File: src/sv/sbid_pkg.sv
`default_nettype none

package sbid_pkg;

  localparam logic [2:0] FMT_R   = 3'd0;
  localparam logic [2:0] FMT_I   = 3'd1;
  localparam logic [2:0] FMT_B   = 3'd2;
  localparam logic [2:0] FMT_S   = 3'd3;
  localparam logic [2:0] FMT_L   = 3'd4;
  localparam logic [2:0] FMT_J   = 3'd5;
  localparam logic [2:0] FMT_U   = 3'd6;
  localparam logic [2:0] FMT_SYS = 3'd7;

  localparam logic [5:0] MN_ADD     = 6'd0;
  localparam logic [5:0] MN_SUB     = 6'd1;
  localparam logic [5:0] MN_JR      = 6'd2;
  localparam logic [5:0] MN_JALR    = 6'd3;
  localparam logic [5:0] MN_SLT     = 6'd4;
  localparam logic [5:0] MN_SLTU    = 6'd5;
  localparam logic [5:0] MN_SLL     = 6'd6;
  localparam logic [5:0] MN_SRL     = 6'd7;
  localparam logic [5:0] MN_SRA     = 6'd8;
  localparam logic [5:0] MN_OR      = 6'd9;
  localparam logic [5:0] MN_AND     = 6'd10;
  localparam logic [5:0] MN_XOR     = 6'd11;
  localparam logic [5:0] MN_MV      = 6'd12;
  localparam logic [5:0] MN_ADDI    = 6'd13;
  localparam logic [5:0] MN_SLTI    = 6'd14;
  localparam logic [5:0] MN_SLTUI   = 6'd15;
  localparam logic [5:0] MN_SLLI    = 6'd16;
  localparam logic [5:0] MN_SRLI    = 6'd17;
  localparam logic [5:0] MN_SRAI    = 6'd18;
  localparam logic [5:0] MN_ORI     = 6'd19;
  localparam logic [5:0] MN_ANDI    = 6'd20;
  localparam logic [5:0] MN_XORI    = 6'd21;
  localparam logic [5:0] MN_LI      = 6'd22;
  localparam logic [5:0] MN_BEQ     = 6'd23;
  localparam logic [5:0] MN_SB      = 6'd31;
  localparam logic [5:0] MN_SW      = 6'd32;
  localparam logic [5:0] MN_LB      = 6'd33;
  localparam logic [5:0] MN_LW      = 6'd34;
  localparam logic [5:0] MN_LBU     = 6'd35;
  localparam logic [5:0] MN_J       = 6'd36;
  localparam logic [5:0] MN_JAL     = 6'd37;
  localparam logic [5:0] MN_LUI     = 6'd38;
  localparam logic [5:0] MN_AUIPC   = 6'd39;
  localparam logic [5:0] MN_UNK_R   = 6'd40;
  localparam logic [5:0] MN_UNK_I   = 6'd41;
  localparam logic [5:0] MN_UNK_S   = 6'd42;
  localparam logic [5:0] MN_UNK_L   = 6'd43;
  localparam logic [5:0] MN_ECALL   = 6'd44;
  localparam logic [5:0] MN_UNK_SYS = 6'd45;

  // R funct4 codes
  localparam logic [3:0] F4_ADD  = 4'd0;
  localparam logic [3:0] F4_SUB  = 4'd1;
  localparam logic [3:0] F4_SLL  = 4'd4;
  localparam logic [3:0] F4_SRL  = 4'd5;
  localparam logic [3:0] F4_SRA  = 4'd6;
  localparam logic [3:0] F4_JR   = 4'd11;
  localparam logic [3:0] F4_JALR = 4'd12;

  // I shift selectors, bits 15:13
  localparam logic [2:0] SID_SLLI = 3'd1;
  localparam logic [2:0] SID_SRLI = 3'd2;
  localparam logic [2:0] SID_SRAI = 3'd4;

  // funct3 codes, bits 5:3 for R and I, bits 12:10 otherwise
  localparam logic [2:0] R_F3_BASE    = 3'd0;
  localparam logic [2:0] R_F3_SLT     = 3'd1;
  localparam logic [2:0] R_F3_SLTU    = 3'd2;
  localparam logic [2:0] R_F3_SHIFT   = 3'd3;
  localparam logic [2:0] R_F3_OR      = 3'd4;
  localparam logic [2:0] R_F3_AND     = 3'd5;
  localparam logic [2:0] R_F3_XOR     = 3'd6;
  localparam logic [2:0] R_F3_MV      = 3'd7;
  localparam logic [2:0] I_F3_ADDI    = 3'd0;
  localparam logic [2:0] I_F3_SLTI    = 3'd1;
  localparam logic [2:0] I_F3_SLTUI   = 3'd2;
  localparam logic [2:0] I_F3_SHIFT   = 3'd3;
  localparam logic [2:0] I_F3_ORI     = 3'd4;
  localparam logic [2:0] I_F3_ANDI    = 3'd5;
  localparam logic [2:0] I_F3_XORI    = 3'd6;
  localparam logic [2:0] I_F3_LI      = 3'd7;
  localparam logic [2:0] B_F3_BZ      = 3'd2;
  localparam logic [2:0] B_F3_BNZ     = 3'd3;
  localparam logic [2:0] S_F3_SB      = 3'd0;
  localparam logic [2:0] S_F3_SW      = 3'd1;
  localparam logic [2:0] L_F3_LB      = 3'd0;
  localparam logic [2:0] L_F3_LW      = 3'd1;
  localparam logic [2:0] L_F3_LBU     = 3'd4;
  localparam logic [2:0] SYS_F3_ECALL = 3'd0;

  typedef struct packed {
    logic [5:0]         mnemonic;
    logic [2:0]         format;
    logic [2:0]         reg_a;
    logic [2:0]         reg_b;
    logic               has_reg_a;
    logic               has_reg_b;
    logic               has_imm;
    logic signed [15:0] imm_value;
    logic [9:0]         imm_raw;
  } sbid_res_t;

endpackage

`default_nettype wire

File: src/sv/sixteen_bit_instruction_decoder.sv
// Channel  Dir  Ports                                      Beat
// in       in   in_valid, in_stall, in_instr_word          one instruction word
// out      out  out_valid, out_stall, out_mnemonic .. _raw  one decoded result
//
// One beat per cycle sustained while out_stall is low; an accepted word passes through the
// input register, then is decoded into the result register that drives out_valid.
// rst_n is synchronous, active low; it empties both registers.
// out_stall holds the result register; the input register still fills behind it,
// so in_stall rises only when both registers are full and out_stall is high.
`default_nettype none

module sixteen_bit_instruction_decoder (
  input  wire logic               clk,
  input  wire logic               rst_n,
  input  wire logic               in_valid,
  output logic                    in_stall,
  input  wire logic [15:0]        in_instr_word,
  output logic                    out_valid,
  input  wire logic               out_stall,
  output logic [5:0]              out_mnemonic,
  output logic [2:0]              out_format,
  output logic [2:0]              out_reg_a,
  output logic [2:0]              out_reg_b,
  output logic                    out_has_reg_a,
  output logic                    out_has_reg_b,
  output logic                    out_has_imm,
  output logic signed [15:0]      out_imm_value,
  output logic [9:0]              out_imm_raw
);

  logic                s1_valid_r, s1_valid_nxt;
  logic [15:0]         s1_word_r;
  logic                out_valid_r, out_valid_nxt;
  sbid_pkg::sbid_res_t res_r, res_nxt;
  logic                out_open;
  logic                s1_take;

  assign out_open = !out_valid_r || !out_stall;
  assign in_stall = s1_valid_r && !out_open;
  assign s1_take  = in_valid && !in_stall;

  always_comb begin
    s1_valid_nxt = s1_valid_r;
    if (!in_stall) begin
      s1_valid_nxt = in_valid;
    end
    out_valid_nxt = out_valid_r;
    if (out_open) begin
      out_valid_nxt = s1_valid_r;
    end
  end

  always_ff @(posedge clk) begin
    if (!rst_n) begin
      s1_valid_r  <= 1'b0;
      out_valid_r <= 1'b0;
    end else begin
      s1_valid_r  <= s1_valid_nxt;
      out_valid_r <= out_valid_nxt;
    end
  end

  always_ff @(posedge clk) begin
    if (s1_take) begin
      s1_word_r <= in_instr_word;
    end
    if (out_open && s1_valid_r) begin
      res_r <= res_nxt;
    end
  end

  // decode
  logic [15:0] w;
  logic [2:0]  f3_lo;
  logic [2:0]  f3_hi;
  logic [3:0]  f4;

  assign w     = s1_word_r;
  assign f3_lo = w[5:3];
  assign f3_hi = w[12:10];
  assign f4    = w[15:12];

  always_comb begin
    res_nxt           = '0;
    res_nxt.format    = w[2:0];
    unique case (w[2:0])
      sbid_pkg::FMT_R: begin
        res_nxt.reg_a     = w[8:6];
        res_nxt.reg_b     = w[11:9];
        res_nxt.has_reg_a = 1'b1;
        res_nxt.has_reg_b = 1'b1;
        unique case (f3_lo)
          sbid_pkg::R_F3_BASE: begin
            unique case (f4)
              sbid_pkg::F4_ADD:  res_nxt.mnemonic = sbid_pkg::MN_ADD;
              sbid_pkg::F4_SUB:  res_nxt.mnemonic = sbid_pkg::MN_SUB;
              sbid_pkg::F4_JR: begin
                res_nxt.mnemonic  = sbid_pkg::MN_JR;
                res_nxt.reg_b     = 3'd0;
                res_nxt.has_reg_b = 1'b0;
              end
              sbid_pkg::F4_JALR: res_nxt.mnemonic = sbid_pkg::MN_JALR;
              default:           res_nxt.mnemonic = sbid_pkg::MN_UNK_R;
            endcase
          end
          sbid_pkg::R_F3_SLT:  res_nxt.mnemonic = sbid_pkg::MN_SLT;
          sbid_pkg::R_F3_SLTU: res_nxt.mnemonic = sbid_pkg::MN_SLTU;
          sbid_pkg::R_F3_SHIFT: begin
            unique case (f4)
              sbid_pkg::F4_SLL: res_nxt.mnemonic = sbid_pkg::MN_SLL;
              sbid_pkg::F4_SRL: res_nxt.mnemonic = sbid_pkg::MN_SRL;
              sbid_pkg::F4_SRA: res_nxt.mnemonic = sbid_pkg::MN_SRA;
              default:          res_nxt.mnemonic = sbid_pkg::MN_UNK_R;
            endcase
          end
          sbid_pkg::R_F3_OR:  res_nxt.mnemonic = sbid_pkg::MN_OR;
          sbid_pkg::R_F3_AND: res_nxt.mnemonic = sbid_pkg::MN_AND;
          sbid_pkg::R_F3_XOR: res_nxt.mnemonic = sbid_pkg::MN_XOR;
          sbid_pkg::R_F3_MV:  res_nxt.mnemonic = sbid_pkg::MN_MV;
        endcase
      end
      sbid_pkg::FMT_I: begin
        res_nxt.reg_a     = w[8:6];
        res_nxt.has_reg_a = 1'b1;
        res_nxt.has_imm   = 1'b1;
        res_nxt.imm_raw   = {3'b000, w[15:9]};
        res_nxt.imm_value = {{9{w[15]}}, w[15:9]};
        unique case (f3_lo)
          sbid_pkg::I_F3_ADDI:  res_nxt.mnemonic = sbid_pkg::MN_ADDI;
          sbid_pkg::I_F3_SLTI:  res_nxt.mnemonic = sbid_pkg::MN_SLTI;
          sbid_pkg::I_F3_SLTUI: res_nxt.mnemonic = sbid_pkg::MN_SLTUI;
          sbid_pkg::I_F3_SHIFT: begin
            res_nxt.imm_raw   = {6'b000000, w[12:9]};
            res_nxt.imm_value = {12'h000, w[12:9]};
            unique case (w[15:13])
              sbid_pkg::SID_SLLI: res_nxt.mnemonic = sbid_pkg::MN_SLLI;
              sbid_pkg::SID_SRLI: res_nxt.mnemonic = sbid_pkg::MN_SRLI;
              sbid_pkg::SID_SRAI: res_nxt.mnemonic = sbid_pkg::MN_SRAI;
              default: begin
                res_nxt.mnemonic  = sbid_pkg::MN_UNK_I;
                res_nxt.imm_raw   = {3'b000, w[15:9]};
                res_nxt.imm_value = {{9{w[15]}}, w[15:9]};
              end
            endcase
          end
          sbid_pkg::I_F3_ORI:  res_nxt.mnemonic = sbid_pkg::MN_ORI;
          sbid_pkg::I_F3_ANDI: res_nxt.mnemonic = sbid_pkg::MN_ANDI;
          sbid_pkg::I_F3_XORI: res_nxt.mnemonic = sbid_pkg::MN_XORI;
          sbid_pkg::I_F3_LI:   res_nxt.mnemonic = sbid_pkg::MN_LI;
        endcase
      end
      sbid_pkg::FMT_B: begin
        res_nxt.mnemonic  = sbid_pkg::MN_BEQ + {3'b000, f3_hi};
        res_nxt.reg_a     = w[10:8];
        res_nxt.has_reg_a = 1'b1;
        res_nxt.has_imm   = 1'b1;
        res_nxt.imm_raw   = {5'b00000, w[3:0], 1'b0};
        res_nxt.imm_value = {{11{w[3]}}, w[3:0], 1'b0};
        // BZ and BNZ test one register
        if (f3_hi != sbid_pkg::B_F3_BZ && f3_hi != sbid_pkg::B_F3_BNZ) begin
          res_nxt.reg_b     = w[7:5];
          res_nxt.has_reg_b = 1'b1;
        end
      end
      sbid_pkg::FMT_S: begin
        unique case (f3_hi)
          sbid_pkg::S_F3_SB: res_nxt.mnemonic = sbid_pkg::MN_SB;
          sbid_pkg::S_F3_SW: res_nxt.mnemonic = sbid_pkg::MN_SW;
          default:           res_nxt.mnemonic = sbid_pkg::MN_UNK_S;
        endcase
        res_nxt.reg_a     = w[7:5];
        res_nxt.reg_b     = w[10:8];
        res_nxt.has_reg_a = 1'b1;
        res_nxt.has_reg_b = 1'b1;
        res_nxt.has_imm   = 1'b1;
        res_nxt.imm_raw   = {6'b000000, w[3:0]};
        res_nxt.imm_value = {{12{w[3]}}, w[3:0]};
      end
      sbid_pkg::FMT_L: begin
        unique case (f3_hi)
          sbid_pkg::L_F3_LB:  res_nxt.mnemonic = sbid_pkg::MN_LB;
          sbid_pkg::L_F3_LW:  res_nxt.mnemonic = sbid_pkg::MN_LW;
          sbid_pkg::L_F3_LBU: res_nxt.mnemonic = sbid_pkg::MN_LBU;
          default:            res_nxt.mnemonic = sbid_pkg::MN_UNK_L;
        endcase
        res_nxt.reg_a     = w[10:8];
        res_nxt.reg_b     = w[7:5];
        res_nxt.has_reg_a = 1'b1;
        res_nxt.has_reg_b = 1'b1;
        res_nxt.has_imm   = 1'b1;
        res_nxt.imm_raw   = {6'b000000, w[3:0]};
        res_nxt.imm_value = {{12{w[3]}}, w[3:0]};
      end
      sbid_pkg::FMT_J: begin
        res_nxt.has_imm   = 1'b1;
        res_nxt.imm_raw   = {w[14:9], w[5:3], 1'b0};
        res_nxt.imm_value = {{6{w[14]}}, w[14:9], w[5:3], 1'b0};
        if (w[15]) begin
          res_nxt.mnemonic  = sbid_pkg::MN_JAL;
          res_nxt.reg_a     = w[8:6];
          res_nxt.has_reg_a = 1'b1;
        end else begin
          res_nxt.mnemonic  = sbid_pkg::MN_J;
        end
      end
      sbid_pkg::FMT_U: begin
        res_nxt.mnemonic  = w[15] ? sbid_pkg::MN_AUIPC : sbid_pkg::MN_LUI;
        res_nxt.reg_a     = w[8:6];
        res_nxt.has_reg_a = 1'b1;
        res_nxt.has_imm   = 1'b1;
        res_nxt.imm_raw   = {1'b0, w[14:9], w[5:3]};
        res_nxt.imm_value = {w[14:9], w[5:3], 7'b0000000};
      end
      sbid_pkg::FMT_SYS: begin
        res_nxt.mnemonic  = (f3_hi == sbid_pkg::SYS_F3_ECALL) ? sbid_pkg::MN_ECALL
                                                              : sbid_pkg::MN_UNK_SYS;
        res_nxt.has_imm   = 1'b1;
        res_nxt.imm_raw   = w[9:0];
        res_nxt.imm_value = {6'b000000, w[9:0]};
      end
    endcase
  end

  assign out_valid     = out_valid_r;
  assign out_mnemonic  = res_r.mnemonic;
  assign out_format    = res_r.format;
  assign out_reg_a     = res_r.reg_a;
  assign out_reg_b     = res_r.reg_b;
  assign out_has_reg_a = res_r.has_reg_a;
  assign out_has_reg_b = res_r.has_reg_b;
  assign out_has_imm   = res_r.has_imm;
  assign out_imm_value = res_r.imm_value;
  assign out_imm_raw   = res_r.imm_raw;

endmodule

`default_nettype wire

File: config.mk
export PLATFORM = sky130hd
export DESIGN_NAME = sixteen_bit_instruction_decoder
export DESIGN_NICKNAME = d
export VERILOG_FILES = /design/src/sv/sbid_pkg.sv /design/src/sv/sixteen_bit_instruction_decoder.sv
export SDC_FILE = /design/constraint.sdc
export NUM_CORES = 1
export LEC_CHECK = 0
export BUFFER_PORTS_ARGS = -buffer_cell sky130_fd_sc_hd__buf_4
export CORE_UTILIZATION = 45
export DETAILED_ROUTE_END_ITERATION = 6
export PLACE_DENSITY_LB_ADDON = 0.25
export SYNTH_ARGS = -nofsm -noshare
export SYNTH_HDL_FRONTEND = slang
export SYNTH_SLANG_ARGS = --single-unit
File: constraint.sdc
create_clock -name clk -period 4.6 [get_ports clk]
set_input_delay 0.46 -clock clk [delete_from_list [all_inputs] [get_ports clk]]
set_output_delay 0.46 -clock clk [all_outputs]
set_load 0.01 [all_outputs]
After elaboration in Yosys (flattened, before gate mapping)
Cells that the tools add are included.
- flip-flop bits (word level): 62
- output and inout bits: 46
- word-level logic and storage cells: 84
- add/subtract/negate cells: 1
- eq/ne operators: 27
- multiplexer cells: 26
- reductions and logical operators: 18
- operators by type and width (cell ; number):
    27-bit one-hot mux with 6 select lines ; 1
    6-bit one-hot mux with 8 select lines ; 3
    26-bit two-way mux ; 2
    6-bit one-hot mux with 3 select lines ; 2
    3-bit == test, second input constant ; 10
    3-bit one-hot mux with 4 select lines ; 2
    6-bit one-hot mux with 4 select lines ; 1
    3-bit by 2-bit == test with 1-bit output, second input constant ; 5
    3-bit by 1-bit == test with 1-bit output, second input constant ; 4
    4-bit by 3-bit == test with 1-bit output, second input constant ; 3
    3-bit two-way mux ; 4
    4-bit one-hot mux with 3 select lines ; 1
    6-bit one-hot mux with 2 select lines ; 1
    3-bit zero test ; 3
    4-bit == test, second input constant ; 2
    1-bit two-way mux ; 7
    5-bit by 3-bit adder with 6-bit output, first input constant ; 1
    3-bit by 2-bit inequality test with 1-bit output, second input constant ; 2
    3-bit OR reduction ; 2
    6-bit OR reduction ; 1
    4-bit by 1-bit == test with 1-bit output, second input constant ; 1
    1-bit logical AND ; 4
    1-bit zero test ; 4
    4-bit zero test ; 1
    4 further kinds ; 5

Logic depth before layout (Yosys ltp)
- depth in word-level cells: 6
- gate-level depth with buffers: 8
- depth with buffers taken out: 7

Worst setup path after synthesis
OpenSTA, ideal clock, no wires.
- path type: input -> register
- start: input out_stall
- end: register res_r, in the netlist out_format[0] (enable)
- arrival: 3.696 ns
- required time: 4.088 ns
- setup slack: 0.391 ns
- stages on the path: 1
- buffers on the path: 0
- cell sequence: a21boi_0
- cells in the longest elaborated chain, start to end: 3
- RTL lines (what ; RTL line ; RTL):
    from (decl) ; sixteen_bit_instruction_decoder.sv:19 ; input wire logic out_stall,
    1-bit zero test ; sixteen_bit_instruction_decoder.sv:38 ; assign out_open = !out_valid_r || !out_stall;
    1-bit logical OR ; sixteen_bit_instruction_decoder.sv:38 ;
    1-bit logical AND ; sixteen_bit_instruction_decoder.sv:67 ; if (out_open && s1_valid_r) begin
    to (signal assigned) ; sixteen_bit_instruction_decoder.sv:68 ; res_r <= res_nxt;
    to (decl) ; sixteen_bit_instruction_decoder.sv:34 ; sbid_pkg::sbid_res_t res_r, res_nxt;
No other way between the ends.
A chain may end at the register's enable or synchronous reset.

==> reports/qor.yml <==
route:
  drt_wl_total_um: 7350
  wl_per_cell_um: 16.3
  vias_per_cell: 5.61
  drc: 0
  firstDrtPassIters: 6
  postRouteAntennaNets: 0
  via_count: 2524
  drt_iter0_drc: 301
cells_and_area:
  fillers: 616
  fin_cells: 450
  stdcell_area_um2: 3870
  fin_nets: 372
  n_antenna_cell: 0
  utilization_pct: 56.7
  syn_to_final_growth_pct: 21.7
  drive_above_1_share_pct: 25.4
setup_path:
  reg2reg_to: "out_imm_value[12]"
  crit_fanout: 30
  ff2ff_path_depth: 5
  crit_arrival_ns: 2.47
  setup.worst_path.end_class: "flip-flop"
  critical_path_class: "reg2reg"
  worstPathRequired_ns: 4.68
  worstReg2RegStart: "s1_word_r[1]"
  crit_path_start_kind: "flip-flop"
  r2r_slack_ns: 2.21
power_and_ir_drop:
  ir_worst_vdd_v: 0.000178
  power_mw: 1.26
  p_clk_share_pct: 30.9
  power.leakage_nw: 1.56
  p_comb_share_pct: 13.5
  sw_frac_of_total_pct: 26.0
  power_density_nw_per_um2: 326
  p_seq_share_pct: 55.6
  p_sw_mw: 0.328
  p_int_mw: 0.934
global_route:
  grt_pass1_wl_um: 11700
  grt-ovfl-total: 0
  grt_pass1_vias: 2282
  grt_max_degree: 45
  grt_usage_pct: 21.3
  antenna_found_initial: 0
synthesis:
  ys_seq_elements: 62
  yosys.cell_types.count: 54
  yosysSeqAreaShare_pct: 57.9
  syn-cell-area_um2: 3180
  synth_async_sr_flop_share_pct: 0
  synth.net_count: 316
  syn_avg_cell_area_um2: 10.9
  postSynthCellCount: 293
  synth_edf_count: 60
  synth_warnings: 0
  synth_flop_cell: "edfxtp_1"
timing:
  rsz0062_at_grt: "false"
  fin_ws_ns: 2.21
  fin_crit_sh_pct: 52.0
  tightest_slew_ns: 0.969
  setup_viol: 0
  fin_tns_setup_ns: 0
  fmax_mhz: 418
  post-route-min-period_ns: 2.39
  hold_slack_ns: 0.287
  max_slew_margin_pct: 35.4
  skew_ns: 0.00503
  slew_violations: 0
  hold_violations: 0
cts:
  h-tree-depth: 3
  cts_tree: "yes"
  hold_buffers: 0
  cts_sinks: 62
  clk_latency_ns: 0.34
  cts_setup_buffers: 0
  post_cts_resized: 0
  cts_root_buf: "clkbuf_8"
  cts_buffers: 9
  clockBufferDepth: 2
  cts.clk_slew.worst_paths_ns: 0.06
floorplan:
  die_height_um: 86.1
  start_util_pct: 46.6
  core.rowCount: 30
  die_x_um: 86.1
  dieArea_um2: 7410
  core_um2: 6830
  boundaryPins: 66
min_path:
  hold_start: "in_instr_word[4]"
  hold_depth: 1
  worstHoldPathType: "in2reg"
  whs_endpoint: "s1_word_r[4]"
placement:
  dp_cells: 434
  port_buffers: 65
  gp_congestion: 0.918
  dp_slack_ns: 2.26
  hpwl_um: 5010
  dpl-instance-area_um2: 3710
run_status:
  status: "finished, final reports clean"
run:
  drv_cap: 0
[how the worst max path moves through the flow]
stage / from / end / slack, ns
floorplan: out_stall / out_format[0] / 0.39
global placement: s1_word_r[0] / out_reg_a[1] / 2.25
detailed placement: s1_word_r[1] / out_imm_value[11] / 2.26
CTS: s1_word_r[1] / out_imm_value[12] / 2.23
global route: s1_word_r[1] / out_imm_value[11] / 1.96
finish: s1_word_r[1] / out_imm_value[12] / 2.21
[placed cells by master (no fill, tap or decap), types with 5 or more instances in the layout]
cell / n
edfxtp_1: 60
a222oi_1: 6
buf_4: 67
nand2b_1: 7
nor3_1: 5
a21oi_1: 20
nand2_1: 38
nor2_1: 17
clkbuf_8: 9
nand3_1: 6
inv_1: 13
o21ai_0: 17
nor2b_1: 7
[cell usage after synthesis (all sizes together) (5+ instances only)]
cell	number	area, um^2
nor3	5	25.0
inv	15	56.3
a21oi	20	100
nand2b	7	43.8
edfxtp	60	1800
a21boi	5	37.5
clkbuf	11	41.3
buf	11	61.3
nor2	18	70.1
a222oi	6	60.1
nor2b	7	43.8
nand2	38	143
o21ai	19	95.1
nand3	6	30.0
[worst max-delay path, stage by stage (launching register included)]
cell	delay, ns
edfxtp_1	0.90
inv_1	0.33
nand2_1	0.28
o22ai_1	0.14
a21oi_1	0.35
nand2_1	0.11
[power groups by stage]
stage | registers [mW] | clock network (mW) | logic (mW)
after floorplan | 0.700 | 0 | 0.108
after global placement | 0.712 | 0 | 0.169
after detailed placement | 0.712 | 0 | 0.170
after CTS | 0.701 | 0.400 | 0.171
after global routing | 0.706 | 0.429 | 0.189
final | 0.701 | 0.389 | 0.171
[metal layers]
| metal | wire [um] | share of wire [%] | up-vias | global-route usage, % |
|---|---|---|---|---|
| li1 | - | - | 1200 | - |
| met3 | 680 | 9.2 | 20 | 8.08 |
| met1 | 3230 | 44 | 1170 | 28.6 |
| met5 | 0 | 0 | - | 0 |
| met4 | 163 | 2.2 | 0 | 9.70 |
| met2 | 3280 | 45 | 134 | 30.6 |
[cells by family (layout without fill, tap and decap cells)]
family / Yosys count / in the layout / synth area share, %
mux: 6 / 6 / 1.97
fa+ha+maj: 3 / 3 / 1.18
xor+xnor: 2 / 2 / 0.550
flops: 62 / 62 / 57.9
simple gates: 101 / 101 / 15.9
buf+inv: 37 / 98 / 4.99
compound gates: 82 / 82 / 17.5
[state kept, by name, summed over array words and instances, names as in the netlist]
register	cells
out_format	3
out_has_imm	1
out_has_reg_a	1
out_has_reg_b	1
out_imm_raw	10
out_imm_value	16
out_mnemonic	6
out_reg_a	3
out_reg_b	3
out_valid	1
s1_valid_r	1
s1_word_r	16
[area by class of cell]
cell class              instances  area, um^2  share of cell area (%)
clock buffers                  11         131                    3.39
clock inverters                 5        26.3                   0.679
inverters                      15        56.3                    1.45
multi-input cells             194        1190                    30.8
flip-flops and latches         62        1840                    47.6
well taps                      96         120                    3.10
repair buffers                 67         503                    13.0
(Power assumes the default switching activity.)
